`src/hdl/rsl_pkg.sv`:
```
// Shared types and constants for the run-slice line rasterizer.
// No dependencies; every other file imports this package.
`default_nettype none

package rsl_pkg;

  // Coordinate width and the width of run counts (dmax+1 reaches 2**CoordBits)
  localparam int CoordBits = 6;
  localparam int DivW      = CoordBits + 1;
  localparam int DivSteps  = DivW;
  localparam int DivCntW   = $clog2(DivSteps);

  typedef logic [CoordBits-1:0] coord_t;
  typedef logic [DivW-1:0]      cnt_t;

  // One input request: the two endpoints of a segment
  typedef struct packed {
    coord_t x_first;
    coord_t y_first;
    coord_t x_second;
    coord_t y_second;
  } in_item_t;

  // One result: a pixel and its end-of-line mark
  typedef struct packed {
    coord_t pixel_x;
    coord_t pixel_y;
    logic   last_pixel;
  } out_item_t;

  // Controller to datapath commands
  typedef struct packed {
    logic load;      // capture endpoints, ordered by x
    logic setup;     // form deltas, seed divider
    logic div_step;  // one restoring divide step
    logic run_init;  // length of the first run
    logic emit;      // load output register, advance one pixel
  } rsl_cmd_t;

  // Datapath to controller status
  typedef struct packed {
    logic last;      // current pixel is the end point
  } rsl_status_t;

endpackage

`default_nettype wire

```
`src/hdl/run_slice_line_rasterizer.sv`:
```
// Top level of the run-slice line rasterizer: controller plus datapath.
// Depends on rsl_pkg, rsl_ctrl and rsl_datapath.
//
// Takes one request with two endpoints and emits the segment's pixels in
// order of non-decreasing x, one result per cycle while the consumer is ready,
// the final pixel (the end point) marked by last_pixel. A line of L pixels
// (L = max(|dx|,|dy|)+1, at most 64) passes through an accept state, a
// setup state, the restoring divider steps that form run length and
// remainder, a state to size the first run, then pixel emission. A new
// request is taken once the last pixel sits in the output register, even
// while that pixel still waits to be taken.
`default_nettype none

module run_slice_line_rasterizer import rsl_pkg::*; (
  input  wire logic      clk_i,
  input  wire logic      rst_ni,
  input  wire logic      in_valid_i,
  output logic           in_ready_o,
  input  wire in_item_t  in_i,
  output logic           out_valid_o,
  input  wire logic      out_ready_i,
  output out_item_t      out_o
);

  rsl_cmd_t    cmd;
  rsl_status_t status;

  rsl_ctrl u_ctrl (
    .clk_i       (clk_i),
    .rst_ni      (rst_ni),
    .in_valid_i  (in_valid_i),
    .in_ready_o  (in_ready_o),
    .out_valid_o (out_valid_o),
    .out_ready_i (out_ready_i),
    .status_i    (status),
    .cmd_o       (cmd)
  );

  rsl_datapath u_datapath (
    .clk_i    (clk_i),
    .in_i     (in_i),
    .cmd_i    (cmd),
    .status_o (status),
    .out_o    (out_o)
  );

`ifndef SYNTHESIS
  // Busy right after a request is taken
  a_busy_after_accept: assert property (@(posedge clk_i) disable iff (!rst_ni)
    in_valid_i && in_ready_o |=> !in_ready_o)
    else $error("rasterizer ready in the cycle after accepting a request");

  // While idle, only a line's final pixel can be pending
  a_idle_holds_last: assert property (@(posedge clk_i) disable iff (!rst_ni)
    in_ready_o && out_valid_o |-> out_o.last_pixel)
    else $error("non-final pixel pending while idle");

  // A non-final pixel leaving means the line is still being drawn
  a_mid_line_busy: assert property (@(posedge clk_i) disable iff (!rst_ni)
    out_valid_o && out_ready_i && !out_o.last_pixel |-> !in_ready_o)
    else $error("idle before the final pixel was emitted");
`endif

endmodule

`default_nettype wire

```
`src/hdl/rsl_datapath.sv`:
```
// Datapath of the run-slice line rasterizer: endpoint ordering, run length
// divider, run accumulator, pixel stepper and output register. Uses rsl_pkg.
`default_nettype none

module rsl_datapath import rsl_pkg::*; (
  input  wire logic        clk_i,
  input  wire in_item_t    in_i,
  input  wire rsl_cmd_t    cmd_i,
  output rsl_status_t      status_o,
  output out_item_t        out_o
);

  coord_t    px_q, py_q, xe_q, ye_q;
  coord_t    dmax_q, cnt_q;
  logic      horiz_q, yneg_q;
  cnt_t      nruns_q, dvd_q, rem_q, acc_q, len_q;
  out_item_t out_q;

  // Deltas from the ordered endpoints (px/py hold the start point here)
  logic   yneg;
  coord_t dx, ady, dmin, dmax;
  always_comb begin
    yneg = (ye_q < py_q);
    dx   = xe_q - px_q;
    ady  = yneg ? (py_q - ye_q) : (ye_q - py_q);
    dmin = (dx < ady) ? dx : ady;
    dmax = (dx < ady) ? ady : dx;
  end

  // Restoring divide step: dividend shifts out of dvd_q, quotient shifts in
  cnt_t trial;
  logic ge;
  always_comb begin
    trial = {rem_q[DivW-2:0], dvd_q[DivW-1]};
    ge    = (trial >= nruns_q);
  end

  // Next run: accumulator k*rem mod n, extra pixel on wrap
  cnt_t sum, nxt, len;
  logic wrap;
  always_comb begin
    sum  = acc_q + rem_q;
    wrap = (sum >= nruns_q);
    nxt  = wrap ? (sum - nruns_q) : sum;
    len  = dvd_q + {{(DivW-1){1'b0}}, wrap};
  end

  // Pixel stepping: major axis every pixel, minor axis at run end
  logic   run_end, x_inc, y_inc;
  coord_t py_step;
  always_comb begin
    run_end = (len_q == cnt_t'(1));
    x_inc   = horiz_q || run_end;
    y_inc   = !horiz_q || run_end;
    py_step = yneg_q ? (py_q - coord_t'(1)) : (py_q + coord_t'(1));
  end

  always_ff @(posedge clk_i) begin
    if (cmd_i.load) begin
      if (in_i.x_first < in_i.x_second) begin
        px_q <= in_i.x_first;
        py_q <= in_i.y_first;
        xe_q <= in_i.x_second;
        ye_q <= in_i.y_second;
      end else begin
        px_q <= in_i.x_second;
        py_q <= in_i.y_second;
        xe_q <= in_i.x_first;
        ye_q <= in_i.y_first;
      end
    end
    if (cmd_i.setup) begin
      yneg_q  <= yneg;
      horiz_q <= (dx > ady);
      dmax_q  <= dmax;
      nruns_q <= {1'b0, dmin} + cnt_t'(1);
      dvd_q   <= {1'b0, dmax} + cnt_t'(1);
      rem_q   <= '0;
      acc_q   <= '0;
      cnt_q   <= '0;
    end
    if (cmd_i.div_step) begin
      rem_q <= ge ? (trial - nruns_q) : trial;
      dvd_q <= {dvd_q[DivW-2:0], ge};
    end
    if (cmd_i.run_init) begin
      acc_q <= nxt;
      len_q <= len;
    end
    if (cmd_i.emit) begin
      out_q.pixel_x    <= px_q;
      out_q.pixel_y    <= py_q;
      out_q.last_pixel <= (cnt_q == dmax_q);
      cnt_q            <= cnt_q + coord_t'(1);
      if (x_inc) px_q <= px_q + coord_t'(1);
      if (y_inc) py_q <= py_step;
      if (run_end) begin
        acc_q <= nxt;
        len_q <= len;
      end else begin
        len_q <= len_q - cnt_t'(1);
      end
    end
  end

  assign status_o.last = (cnt_q == dmax_q);
  assign out_o         = out_q;

endmodule

`default_nettype wire

```
`src/hdl/rsl_ctrl.sv`:
```
// Controller of the run-slice line rasterizer: sequences load, setup,
// divide, run start and pixel emission; owns output valid. Uses rsl_pkg.
`default_nettype none

module rsl_ctrl import rsl_pkg::*; (
  input  wire logic        clk_i,
  input  wire logic        rst_ni,
  input  wire logic        in_valid_i,
  output logic             in_ready_o,
  output logic             out_valid_o,
  input  wire logic        out_ready_i,
  input  wire rsl_status_t status_i,
  output rsl_cmd_t         cmd_o
);

  typedef enum logic [2:0] {
    StIdle,
    StSetup,
    StDiv,
    StRun0,
    StDraw
  } state_e;

  state_e             state_q, state_d;
  logic [DivCntW-1:0] div_cnt_q, div_cnt_d;
  logic               out_valid_q, out_valid_d;
  logic               emit;

  // Emit when the output register is free or being drained
  assign emit = (state_q == StDraw) && (!out_valid_q || out_ready_i);

  always_comb begin
    cmd_o          = '0;
    cmd_o.load     = (state_q == StIdle) && in_valid_i;
    cmd_o.setup    = (state_q == StSetup);
    cmd_o.div_step = (state_q == StDiv);
    cmd_o.run_init = (state_q == StRun0);
    cmd_o.emit     = emit;
  end

  // Next state, divide step counter and output valid
  always_comb begin
    state_d     = state_q;
    div_cnt_d   = div_cnt_q;
    out_valid_d = out_valid_q;
    if (out_ready_i) out_valid_d = 1'b0;
    if (emit) out_valid_d = 1'b1;
    unique case (state_q)
      StIdle: begin
        if (in_valid_i) state_d = StSetup;
      end
      StSetup: begin
        div_cnt_d = DivCntW'(DivSteps - 1);
        state_d   = StDiv;
      end
      StDiv: begin
        div_cnt_d = div_cnt_q - DivCntW'(1);
        if (div_cnt_q == '0) state_d = StRun0;
      end
      StRun0: begin
        state_d = StDraw;
      end
      StDraw: begin
        if (emit && status_i.last) state_d = StIdle;
      end
      default: state_d = StIdle;
    endcase
  end

  always_ff @(posedge clk_i or negedge rst_ni) begin
    if (!rst_ni) begin
      state_q     <= StIdle;
      div_cnt_q   <= '0;
      out_valid_q <= 1'b0;
    end else begin
      state_q     <= state_d;
      div_cnt_q   <= div_cnt_d;
      out_valid_q <= out_valid_d;
    end
  end

  assign in_ready_o  = (state_q == StIdle);
  assign out_valid_o = out_valid_q;

endmodule

`default_nettype wire
```
`config.mk`:
```
export PLATFORM = sky130hd
export DESIGN_NAME = run_slice_line_rasterizer
export DESIGN_NICKNAME = d
export VERILOG_FILES = /design/src/hdl/rsl_pkg.sv /design/src/hdl/run_slice_line_rasterizer.sv /design/src/hdl/rsl_datapath.sv /design/src/hdl/rsl_ctrl.sv
export SDC_FILE = /design/constraint.sdc
export NUM_CORES = 1
export LEC_CHECK = 0
export BUFFER_PORTS_ARGS = -buffer_cell sky130_fd_sc_hd__buf_2
export CAP_MARGIN = 20
export CELL_PAD_IN_SITES_DETAIL_PLACEMENT = 1
export CELL_PAD_IN_SITES_GLOBAL_PLACEMENT = 1
export CORE_MARGIN = 5
export CORE_UTILIZATION = 52
export DETAILED_ROUTE_END_ITERATION = 8
export PLACE_DENSITY = 0.85
export SETUP_SLACK_MARGIN = 0.2
export SLEW_MARGIN = 20
export SYNTH_ARGS = -nofsm -noshare
export SYNTH_HDL_FRONTEND = slang
export SYNTH_SLANG_ARGS = --single-unit
```
`constraint.sdc`:
```
create_clock -name clk_i -period 6.8 [get_ports clk_i]
set_input_delay 0.68 -clock clk_i [delete_from_list [all_inputs] [get_ports clk_i]]
set_output_delay 0.68 -clock clk_i [all_outputs]
set_load 0.005 [all_outputs]
```
==> impl_metrics.yaml <==
place:
  postPlaceCellArea_um2: 6933
  gp_congestion: 0.9125
  dp_hpwl_um: 12540
  portBuffers: 42
logic_synthesis:
  syn_inst: 695
  synth_top_cell_by_area: "edfxtp_1"
  synth_fp_nets: 791
  netlist_area_um2: 6599
  ys_seq_area_share_pct: 38.91
  synthArstFlopShare_pct: 7.527
  synth_top_area_share_pct: 30.49
  synth.distinct_cells: 73
  synth_area_leaders: "edfxtp_1 30%, ha_1 12%, dfxtp_1 5.8%"
  synth_seq_cells: 93
  yosys_most_used_dff: "edfxtp_1"
  synth_edf_count: 67
  syn_area_per_cell_um2: 9.495
  synth_commonest_cells: "94 x nand2_1, 67 x edfxtp_1, 63 x inv_1"
  ys_warn_count: 0
  yosysMostFrequentCell: "nand2_1"
setup_path:
  arrival_ps: 5130
  ff2ff_path_depth: 18
  path_cells: "inv_1, ha_1, inv_1, fa_1, a21oi_1, nor3b_2, nor2_1, mux2i_1, ha_1, nand3b_1, a21oi_1, a211oi_2, mux2i_1, ha_1, nand2_1, o31ai_1, xnor2_1, o21ai_1"
  worst-path-buf-inv: 2
  slowest_stage: "a211oi_2"
  crit_fanout: 13
  slowest_delay_ps: 770
  critPathRequiredTime_ps: 6890
  rrSetupSlack_ps: 1760
  cpMostUsedCell: "ha_1"
  crit_family: "compound AO/OA/AOI/OAI gates"
  worstReg2RegStart: "u_datapath.ye_q[0]"
  cp-end-kind: "register"
  path_class: "reg -> reg"
  start_kind: "register"
  r2r_end: "u_datapath.dvd_q[4]"
global_route:
  antenna_found_initial: 0
  grt_pass1_vias: 5664
  grt_usage_pct: 23.41
  grt_pass1_wl_um: 27700
  grt_max_degree: 22
  grt_overflow: 0
clock_network:
  cts_made_buffers: 9
  clockBufferDepth: 2
  cts.reportedPaths.clkPinSlew_ps: 70
  h-tree-depth: 3
  clk_latency_ps: 360
  cts_hold_buf: 0
  cts_tree: "yes"
  post-cts-setup-buffers: 0
  cts_root_buffer: "clkbuf_16"
  ctsResizeCount: 0
  cts.sinks: 93
sta:
  fin_worst_skew_ps: 13.04
  finalSetupViolCount: 0
  fmax_mhz: 198.6
  tightest_slew_ps: 967.7
  min_period_over_period_pct: 74.06
  relSlewSlack_pct: 35.49
  min_period_ps: 5036
  grt_setup_unrepaired: "false"
  hold_viol_final: 0
  setup_tns_ps: 0
  finalMaxSlewViolations: 0
floorplan:
  num_io_pins: 43
  rows: 41
  die-area_um2: 15040
  start_util_pct: 52.72
  fp.dieH_um: 122.7
  core_area_um2: 12520
  die_x_um: 122.7
layout:
  nFillCells: 1450
  syn2layout_area_growth_pct: 9.879
  seq_area_um2: 2567
  design_area_um2: 7251
  nNetsFinal: 824
  multi_input_area_um2: 3696
  antenna_cells: 0
  layout-drive-gt1-share_pct: 10.37
routing:
  firstDrtPassIters: 4
  drt-vias-per-instance: 5.808
  wirelength_um: 16420
  drtIter0Drc: 327
  drt.antenna.violating_nets: 0
  post_drt_wl_per_cell_um: 18.15
  vias: 5256
  drc_errors: 0
min_path:
  hp-class: "in -> async"
run:
  maxCapViolCount: 0
outcome:
  status: "complete, no violations"
==> cell type report <==
| cell class | instances | share of cell area (%) |
|---|---|---|
| clock buffers | 11 | 3.210 |
| clock inverters | 5 | 1.173 |
| inverters | 65 | 3.365 |
| multi-input cells | 517 | 50.97 |
| flip-flops and latches | 93 | 35.41 |
| well taps | 172 | 2.968 |
| repair buffers | 42 | 2.899 |
==> worst max-delay path by stage <==
stage                             from                   to  slack, ps  cells after the start
floorplan           u_datapath.ye_q[0]  u_datapath.dvd_q[4]       2570                     18
global placement    u_datapath.ye_q[0]  u_datapath.dvd_q[4]       2170                     18
detailed placement  u_datapath.ye_q[0]  u_datapath.dvd_q[4]       1810                     18
CTS                 u_datapath.ye_q[0]  u_datapath.dvd_q[4]       1820                     18
global route        u_datapath.ye_q[0]  u_datapath.dvd_q[4]       1400                     18
finish              u_datapath.ye_q[0]  u_datapath.dvd_q[4]       1760                     18
==> flip-flops by register name, summed over array words and instances, names as in the netlist, 3 cells and up <==
signal / cells
u_datapath.out_o: 13
u_datapath.nruns_q: 7
u_datapath.dvd_q: 7
u_datapath.acc_q: 7
u_datapath.rem_q: 7
u_ctrl.state_q: 3
u_datapath.py_q: 6
u_datapath.xe_q: 6
u_datapath.cnt_q: 6
u_datapath.len_q: 7
u_ctrl.div_cnt_q: 3
u_datapath.ye_q: 6
u_datapath.px_q: 6
u_datapath.dmax_q: 6
==> cell families after synthesis <==
group	Yosys count	share of synthesized area, %
AOI/OAI and AO/OA	150	15.17
xor gates and xnor gates	45	5.973
adders and majority gates	68	13.69
buffers and inverters	85	5.138
DFF	93	38.91
muxes	27	4.171
and+or+nand+nor	227	16.95
==> cells in the final DEF (no fill, tap or decap), drive strengths merged, types with 21 or more instances in the layout <==
cell     n
mux2i   23
o21ai   42
a21oi   36
buf     42
xor2    21
xnor2   24
nor2    34
edfxtp  67
nand2   95
ha      61
inv     63
==> worst register-to-register path, delay by kind of cell (launching register included) <==
| family | cells | cell delay (ps) |
|---|---|---|
| xor gates and xnor gates | 1 | 170 |
| buffers and inverters | 2 | 130 |
| AOI/OAI and AO/OA | 5 | 1590 |
| and+or+nand+nor | 4 | 460 |
| DFF | 1 | 390 |
| muxes | 2 | 830 |
| adders and majority gates | 4 | 1220 |
==> per-stage QoR <==
step	util [%]	worst slack (ps)	instances	hold slack (ps)
CTS	57.93	1816	905	144.2
global placement	55.39	2170	889	462.9
detailed placement	55.39	1807	889	481.4
finish	57.93	1764	905	152.3
global route	57.93	1398	905	152.1
floorplan	-	2565	695	384.4
==> layer usage <==
metal,track usage (%),part of all wire [%],vias to the layer above
li1,-,-,2542
met3,4.101,3.6,30
met5,0,0,-
met1,26.91,42,2588
met2,43.52,52,96
met4,8.188,2.1,0
Power is left out: the tool's default activity adds up to more than one toggle a clock period on the data nets, which glitch-free logic cannot reach.
